`src/rtl/svv_pkg.sv`:
```
// ----------------------------------------------------------------------------
// svv_pkg
// Shared types and constants of the semantic version string validator.
// ----------------------------------------------------------------------------
`default_nettype none

package svv_pkg;

  // Width of one character code unit
  localparam int unsigned CharBits = 16;

  // APB register map
  localparam int unsigned AddrBits = 3;
  localparam int unsigned DataBits = 32;
  localparam logic [AddrBits-3:0] RegTagMode = '0;

  // Character codes
  localparam logic [CharBits-1:0] ChV     = CharBits'(8'h76);
  localparam logic [CharBits-1:0] ChMinus = CharBits'(8'h2D);
  localparam logic [CharBits-1:0] ChPlus  = CharBits'(8'h2B);
  localparam logic [CharBits-1:0] ChDot   = CharBits'(8'h2E);
  localparam logic [CharBits-1:0] ChZero  = CharBits'(8'h30);
  localparam logic [CharBits-1:0] ChNine  = CharBits'(8'h39);
  localparam logic [CharBits-1:0] ChTab   = CharBits'(8'h09);
  localparam logic [CharBits-1:0] ChCr    = CharBits'(8'h0D);
  localparam logic [CharBits-1:0] ChSpace = CharBits'(8'h20);
  localparam logic [CharBits-1:0] ChLowA  = CharBits'(8'h61);
  localparam logic [CharBits-1:0] ChLowZ  = CharBits'(8'h7A);
  localparam logic [CharBits-1:0] ChUpA   = CharBits'(8'h41);
  localparam logic [CharBits-1:0] ChUpZ   = CharBits'(8'h5A);

  // Token length saturates here, base part count saturates at BaseSat
  localparam logic [1:0] TokSat      = 2'd2;
  localparam logic [2:0] BaseSat     = 3'd4;
  localparam logic [2:0] BaseNeeded  = 3'd3;

  // Parse section, one-hot
  typedef enum logic [4:0] {
    SecStart = 5'b00001,
    SecLead  = 5'b00010,
    SecBase  = 5'b00100,
    SecPre   = 5'b01000,
    SecMeta  = 5'b10000
  } section_e;

  // Per-string parse state
  typedef struct packed {
    section_e   section;
    logic       error_seen;
    logic       trailing_space;
    logic       prev_was_dot;
    logic [1:0] token_length;
    logic       token_lead_zero;
    logic       token_all_digits;
    logic [2:0] base_part_count;
    logic       prerelease_nonempty;
  } state_t;

  localparam state_t StateReset = '{
    section:             SecStart,
    error_seen:          1'b0,
    trailing_space:      1'b0,
    prev_was_dot:        1'b0,
    token_length:        2'd0,
    token_lead_zero:     1'b0,
    token_all_digits:    1'b1,
    base_part_count:     3'd0,
    prerelease_nonempty: 1'b0
  };

  // Result beat payload
  typedef struct packed {
    logic in_base;
    logic valid_res;
    logic has_prerelease;
    logic done_res;
  } result_t;

endpackage

`default_nettype wire

```
`src/rtl/svv_step.sv`:
```
// ----------------------------------------------------------------------------
// svv_step
// Per-character parse step: next parse state and the result beat.
// ----------------------------------------------------------------------------
`default_nettype none

module svv_step
  import svv_pkg::*;
(
  input  wire logic [CharBits-1:0] ch_i,
  input  wire logic                last_i,
  input  wire logic                tag_mode_i,
  input  wire state_t              state_i,
  output state_t                   state_o,
  output result_t                  result_o
);

  function automatic logic is_digit(input logic [CharBits-1:0] c);
    return (c >= ChZero) && (c <= ChNine);
  endfunction

  function automatic logic is_space(input logic [CharBits-1:0] c);
    return (c == ChSpace) || ((c >= ChTab) && (c <= ChCr));
  endfunction

  function automatic logic is_ident(input logic [CharBits-1:0] c);
    return is_digit(c) || ((c >= ChLowA) && (c <= ChLowZ)) ||
           ((c >= ChUpA) && (c <= ChUpZ)) || (c == ChMinus);
  endfunction

  function automatic state_t token_clear(input state_t s);
    state_t r;
    r = s;
    r.token_length     = 2'd0;
    r.token_lead_zero  = 1'b0;
    r.token_all_digits = 1'b1;
    return r;
  endfunction

  function automatic state_t token_add(input state_t s, input logic [CharBits-1:0] c);
    state_t r;
    r = s;
    if (s.token_length == 2'd0) r.token_lead_zero = (c == ChZero);
    if (!is_digit(c)) r.token_all_digits = 1'b0;
    if (s.token_length < TokSat) r.token_length = s.token_length + 2'd1;
    return r;
  endfunction

  // Finish a base part: leading zero check and part count
  function automatic state_t close_base(input state_t s);
    state_t r;
    r = s;
    if (s.token_length != 2'd0) begin
      if ((s.token_length >= TokSat) && s.token_lead_zero) r.error_seen = 1'b1;
      if (s.base_part_count < BaseSat) r.base_part_count = s.base_part_count + 3'd1;
    end
    return token_clear(r);
  endfunction

  // Finish a prerelease identifier: numeric ones take no leading zero
  function automatic state_t close_pre(input state_t s);
    state_t r;
    r = s;
    if ((s.token_length >= TokSat) && s.token_all_digits && s.token_lead_zero) begin
      r.error_seen = 1'b1;
    end
    return token_clear(r);
  endfunction

  always_comb begin
    state_t n;
    logic   handled;
    logic   is_dot;
    logic   base_flag;
    logic   ok;

    n         = state_i;
    handled   = 1'b0;
    base_flag = 1'b0;
    ok        = 1'b0;
    is_dot    = (ch_i == ChDot);

    // First raw character: tag check in tag mode
    if (n.section == SecStart) begin
      n.section = SecLead;
      if (tag_mode_i) begin
        if (ch_i != ChV) n.error_seen = 1'b1;
        handled = 1'b1;
      end
    end

    if (!handled) begin
      if (is_space(ch_i)) begin
        if (n.section != SecLead) n.trailing_space = 1'b1;
      end else begin
        if (n.trailing_space) n.error_seen = 1'b1;
        if (is_dot && ((n.section == SecLead) || n.prev_was_dot)) n.error_seen = 1'b1;
        if (n.section == SecLead) n.section = SecBase;
        n.prev_was_dot = is_dot;
        case (n.section)
          SecBase: begin
            if ((ch_i == ChMinus) || (ch_i == ChPlus)) begin
              n = close_base(n);
              if (n.base_part_count != BaseNeeded) n.error_seen = 1'b1;
              n.section = (ch_i == ChMinus) ? SecPre : SecMeta;
            end else begin
              base_flag = 1'b1;
              if (is_dot) begin
                n = close_base(n);
              end else begin
                if (!is_digit(ch_i)) n.error_seen = 1'b1;
                n = token_add(n, ch_i);
              end
            end
          end
          SecPre: begin
            if (ch_i == ChPlus) begin
              n = close_pre(n);
              if (!n.prerelease_nonempty) n.error_seen = 1'b1;
              n.section = SecMeta;
            end else begin
              n.prerelease_nonempty = 1'b1;
              if (is_dot) begin
                n = close_pre(n);
              end else begin
                if (!is_ident(ch_i)) n.error_seen = 1'b1;
                n = token_add(n, ch_i);
              end
            end
          end
          default: begin
            // metadata: token length counts the whole section
            if (!is_ident(ch_i) && !is_dot) n.error_seen = 1'b1;
            if (n.token_length < TokSat) n.token_length = n.token_length + 2'd1;
          end
        endcase
      end
    end

    // Verdict on the final character
    if (last_i) begin
      case (n.section)
        SecBase: begin
          n = close_base(n);
          if (n.base_part_count != BaseNeeded) n.error_seen = 1'b1;
        end
        SecPre: begin
          n = close_pre(n);
          if (!n.prerelease_nonempty) n.error_seen = 1'b1;
        end
        SecMeta: begin
          if (n.token_length == 2'd0) n.error_seen = 1'b1;
        end
        default: begin
          n.error_seen = 1'b1;
        end
      endcase
      if (n.prev_was_dot) n.error_seen = 1'b1;
      ok = !n.error_seen;
      result_o.has_prerelease = ok && n.prerelease_nonempty;
      n = StateReset;
    end else begin
      result_o.has_prerelease = 1'b0;
    end

    result_o.in_base   = base_flag;
    result_o.valid_res = ok;
    result_o.done_res  = last_i;
    state_o            = n;
  end

endmodule

`default_nettype wire

```
`config.mk`:
```
export PLATFORM = sky130hd
export DESIGN_NAME = svv_step
export DESIGN_NICKNAME = d
export VERILOG_FILES = /design/src/rtl/svv_pkg.sv /design/src/rtl/svv_step.sv
export SDC_FILE = /design/constraint.sdc
export NUM_CORES = 1
export LEC_CHECK = 0
export BUFFER_PORTS_ARGS = -buffer_cell sky130_fd_sc_hd__buf_2
export CORE_MARGIN = 3
export CORE_UTILIZATION = 25
export DETAILED_ROUTE_END_ITERATION = 16
export SYNTH_ARGS = -nofsm -noshare
export SYNTH_HDL_FRONTEND = slang
export SYNTH_SLANG_ARGS = --single-unit
```
`constraint.sdc`:
```
create_clock -name vclk -period 4.4
set_input_delay 0 -clock vclk [all_inputs]
set_output_delay 0 -clock vclk [all_outputs]
set_load 0.005 [all_outputs]
```
==> flow_metrics.env, run 1 <==
export IMPL_fp_dieW_um=77.3
export IMPL_viasPerCell=5.50
export IMPL_holdBufCountCts=0
export IMPL_num_vias=1672
export IMPL_dp_slack_ns=1.87
export IMPL_syn_avg_cell_area_um2=6.51
export IMPL_fin_setup_tns_ns=0
export IMPL_drc=0
export IMPL_slew_viol_final=0
export IMPL_grt_pass1_vias=1566
export IMPL_drive_gt1_frac=0.291
export IMPL_period_minus_slack_ns=2.52
export IMPL_crit_required_ns=4.40
export IMPL_nClkBuffers=0
export IMPL_leakage_nw=0.654
export IMPL_wl_mm=4.29
export IMPL_dp_hpwl_mm=3.50
export IMPL_antenna_found_initial=0
export IMPL_rsz0062_at_grt="no"
export IMPL_multi_input_area_um2=1180
export IMPL_syn_area_um2=1270
export IMPL_powerDensity_nw_per_um2=73.4
export IMPL_overflow=0
export IMPL_layout_commonest_cell="buf_2"
export IMPL_max_slew_margin=0.543
export IMPL_antenna_cells=0
export IMPL_io_buffer_count=54
export IMPL_cap_violations=0
export IMPL_first_pass_iters=5
export IMPL_hold_violations=0
export IMPL_coreArea_um2=4820
export IMPL_cts_resized=0
export IMPL_start_util=0.264
export IMPL_slowest_delay_ns=0.53
export IMPL_ys_seq_area_frac=0
export IMPL_rows=25
export IMPL_track_usage=0.141
export IMPL_syn_inst=195
export IMPL_max_freq_mhz=396
export IMPL_min_path_type="primary input to output port"
export IMPL_path_buf_inv=2
export IMPL_cp_arrival_ns=2.52
export IMPL_finalSetupViolations=0
export IMPL_post_drt_wl_per_cell_um=14.1
export IMPL_crit_family="compound AO/OA/AOI/OAI gates"
export IMPL_crit_path_top_delay_cell="or4b_1"
export IMPL_path_max_fanout=11
export IMPL_area_growth_syn_to_layout_pct=22.7
export IMPL_flops_and_latches=0
export IMPL_yosys_warnings=0
export IMPL_tightest_slew_ns=0.677
export IMPL_crit_top_cell="buf_2"
export IMPL_antenna_left=0
export IMPL_layout_setup_ws_ns=1.88
export IMPL_grt_max_degree=19
export IMPL_synth_nets=233
export IMPL_die_h_um=77.3
export IMPL_io_pins=54
export IMPL_grt_pass1_wl_mm=7.28
export IMPL_ir_drop_v=0.0000264
export IMPL_end_kind="output port"
export IMPL_place_congestion=0.918
export IMPL_synthDistinctLibCells=61
export IMPL_drt_iter0_markers=125
export IMPL_nNetsFinal=277
export IMPL_die_area_um2=5970
export IMPL_path_class="primary input to output port"
export IMPL_status="complete, no violations"
export IMPL_hold_ws_ns=0.330
export IMPL_layout_common_cells="54 x buf_2, 25 x nor2_1, 16 x nand2_1"
export IMPL_startpoint_type="primary input"
export IMPL_n_fill_cell=562
export IMPL_crit_chain="buf_2 > or4b_1 > a21o_1 > a21oi_4 > nor2_1 > a21oi_1 > o2111ai_1 > a2111oi_2 > and4b_1 > buf_2"
export IMPL_timing_final_crit_share=0.573
export IMPL_seqCellArea_um2=0
export IMPL_post_cts_buffers=0
==> per-stage QoR <==
| step | area [um^2] | util | std cells | power, W |
|---|---|---|---|---|
| 3_5_place_dp | 1560 | 0.323 | 304 | 0.000113 |
| 2_1_floorplan | 1270 | - | 195 | 0.0000715 |
| 6_report | 1560 | 0.323 | 304 | 0.000114 |
| 4_1_cts | 1560 | 0.323 | 304 | 0.000114 |
| 5_1_grt | 1560 | 0.323 | 304 | 0.000130 |
| 3_3_place_gp | 1560 | 0.323 | 304 | 0.000113 |
==> cells in the mapped netlist (2+ instances only) <==
library cell | instances | area [um^2]
nor2b_1 | 5 | 31.3
nor4_4 | 3 | 63.8
a31oi_1 | 3 | 18.8
nor3_1 | 7 | 35.0
buf_4 | 3 | 22.5
nand3_1 | 10 | 50.1
o31ai_1 | 3 | 22.5
nand2_1 | 16 | 60.1
buf_2 | 8 | 40.0
nand2b_1 | 8 | 50.1
a211oi_1 | 2 | 15.0
inv_1 | 7 | 26.3
ha_1 | 4 | 50.1
nand4_1 | 3 | 18.8
o22ai_1 | 2 | 12.5
and3_1 | 4 | 25.0
a21oi_1 | 14 | 70.1
o211ai_1 | 4 | 30.0
o21ai_0 | 7 | 35.0
nand3b_1 | 3 | 22.5
xor2_1 | 4 | 35.0
a21o_1 | 4 | 30.0
nor2_1 | 25 | 93.8
o21ai_1 | 3 | 15.0
a22oi_1 | 4 | 30.0
nor4_1 | 4 | 25.0
==> layout make-up <==
class / instances / share of cell area
Multi-Input combinational cell: 176 / 0.756
Inverter: 7 / 0.0169
Timing Repair Buffer: 54 / 0.173
Tap cell: 67 / 0.0538
==> cells by family after synthesis <==
| logic type | Yosys count | share of synthesized area |
|---|---|---|
| mux | 2 | 0.0167 |
| fa+ha+maj | 4 | 0.0394 |
| buf+inv | 19 | 0.0729 |
| compound gates | 63 | 0.359 |
| xor+xnor | 5 | 0.0345 |
| simple gates | 102 | 0.478 |
==> final timing paths <==
| check | start | end | depth (start not counted) |
|---|---|---|---|
| min | state_i[9] | state_o[9] | 4 |
| max | ch_i[1] | result_o[1] | 10 |
==> routing by layer <==
layer / vias up / global-route usage / share of wire
met4: 0 / 0.0107 / 0.013
met3: 10 / 0.00704 / 0.059
li1: 834 / - / -
met2: 70 / 0.242 / 0.47
met5: - / 0 / 0
met1: 758 / 0.200 / 0.46
==> report_power, final <==
part,leakage [nW],internal [W],switching [W]
clock network,0,0,0
logic,0.654,0.0000469,0.0000675
registers,0,0,0
total,0.654,0.0000469,0.0000675
(Power assumes the default switching activity.)
==> run 2: changes to the inputs <==
clock period = 2.4 ns   (was 4.4 ns; I/O delays follow)
==> run 2 against run 1 <==
Net effect:
- design area grew 23%
- non-clock buffer count is 30 higher
- via count increased by 7.0%
- total power rose by 120%
- critical path type unchanged
- critical endpoint unchanged
==> flow_metrics.env, run 2 (synthesized netlist as in run 1, its figures left out) <==
export IMPL_status="complete, no violations"
export IMPL_seqCellArea_um2=0
export IMPL_crit_required_ns=2.40
export IMPL_nNetsFinal=307
export IMPL_grt_pass1_vias=1667
export IMPL_powerDensity_nw_per_um2=130
export IMPL_die_area_um2=5970
export IMPL_layout_common_cells="51 x buf_2, 30 x buf_4, 24 x nor2_1"
export IMPL_end_kind="output port"
export IMPL_wl_mm=4.69
export IMPL_path_class="primary input to output port"
export IMPL_viasPerCell=5.36
export IMPL_holdBufCountCts=0
export IMPL_hold_violations=0
export IMPL_leakage_nw=0.838
export IMPL_tightest_slew_ns=0.557
export IMPL_drive_gt1_frac=0.423
export IMPL_nClkBuffers=0
export IMPL_coreArea_um2=4820
export IMPL_fin_setup_tns_ns=0
export IMPL_finalSetupViolations=0
export IMPL_grt_max_degree=19
export IMPL_rsz0062_at_grt="yes"
export IMPL_antenna_left=0
export IMPL_io_buffer_count=54
export IMPL_rows=25
export IMPL_drt_iter0_markers=155
export IMPL_layout_commonest_cell="buf_2"
export IMPL_first_pass_iters=4
export IMPL_place_congestion=0.929
export IMPL_post_drt_wl_per_cell_um=14.0
export IMPL_dp_slack_ns=-0.00636
export IMPL_cap_violations=0
export IMPL_overflow=0
export IMPL_cp_arrival_ns=2.30
export IMPL_path_max_fanout=5
export IMPL_io_pins=54
export IMPL_max_freq_mhz=434
export IMPL_max_slew_margin=0.623
export IMPL_num_vias=1789
export IMPL_dp_hpwl_mm=3.74
export IMPL_track_usage=0.148
export IMPL_grt_pass1_wl_mm=7.68
export IMPL_flops_and_latches=0
export IMPL_startpoint_type="primary input"
export IMPL_die_h_um=77.3
export IMPL_fp_dieW_um=77.3
export IMPL_slew_viol_final=0
export IMPL_antenna_found_initial=0
export IMPL_start_util=0.264
export IMPL_ir_drop_v=0.0000895
export IMPL_min_path_type="primary input to output port"
export IMPL_antenna_cells=0
export IMPL_layout_setup_ws_ns=0.0963
export IMPL_drc=0
export IMPL_area_growth_syn_to_layout_pct=51.0
export IMPL_period_minus_slack_ns=2.30
export IMPL_timing_final_crit_share=0.960
-- run 2: cell types whose count changed in the layout (fill, tap and decap cells not counted), sizes merged --
cell / before / now
buf: 54 / 84
-- run 2: timing repair --
item                                   CTS  global route
setup buffers                            1             5
setup endpoints to repair                1             2
pin swaps                                1            10
cloned                                   0             0
endpoints found under the hold margin    0             0
gates resized for setup                  0            27
-- run 2: final cells by class --
class | instances | area, um^2
multi-input cells | 176 | 1290
repair buffers | 84 | 514
inverters | 7 | 26.3
fillers | 545 | 2900
well taps | 67 | 83.8
-- run 2: per-layer routing --
metal,part of all wire,global-route usage,vias to the layer above
met5,0,0,-
met4,0.013,0.0214,0
met3,0.050,0.00587,9
met2,0.49,0.254,58
met1,0.45,0.207,834
li1,-,-,888
-- run 2: final timing paths --
| kind | from | to | slack (ns) | cells past startpoint |
|---|---|---|---|---|
| worst max-delay path | ch_i[8] | result_o[1] | 0.1 | 11 |
| worst min-delay path | state_i[9] | state_o[9] | 0.34 | 4 |
-- run 2: report_power, final --
| part | switching [W] | leakage, nW | internal, W |
|---|---|---|---|
| registers | 0 | 0 | 0 |
| clock network | 0 | 0 | 0 |
| logic | 0.000138 | 0.838 | 0.000112 |
-- run 2: metrics by stage --
stage | power [W] | hold WS (ns) | std cells | util | area [um^2]
detailed placement | 0.000225 | 0.342 | 328 | 0.361 | 1740
finish | 0.000250 | 0.342 | 334 | 0.398 | 1920
global placement | 0.000224 | 0.347 | 328 | 0.361 | 1740
CTS | 0.000227 | 0.344 | 329 | 0.362 | 1750
global route | 0.000279 | 0.366 | 334 | 0.398 | 1920
floorplan | 0.000131 | 0.0302 | 195 | - | 1270
-- run 2: worst max-delay path: stages --
cell and delay (ns):
buf_2 0.11, nor4_4 0.38, nand2_2 0.18, nor4_4 0.41, buf_4 0.20, a221oi_1 0.05, nand3_1 0.13, o22ai_1 0.15
a2111oi_4 0.38, and4b_1 0.22, buf_2 0.10
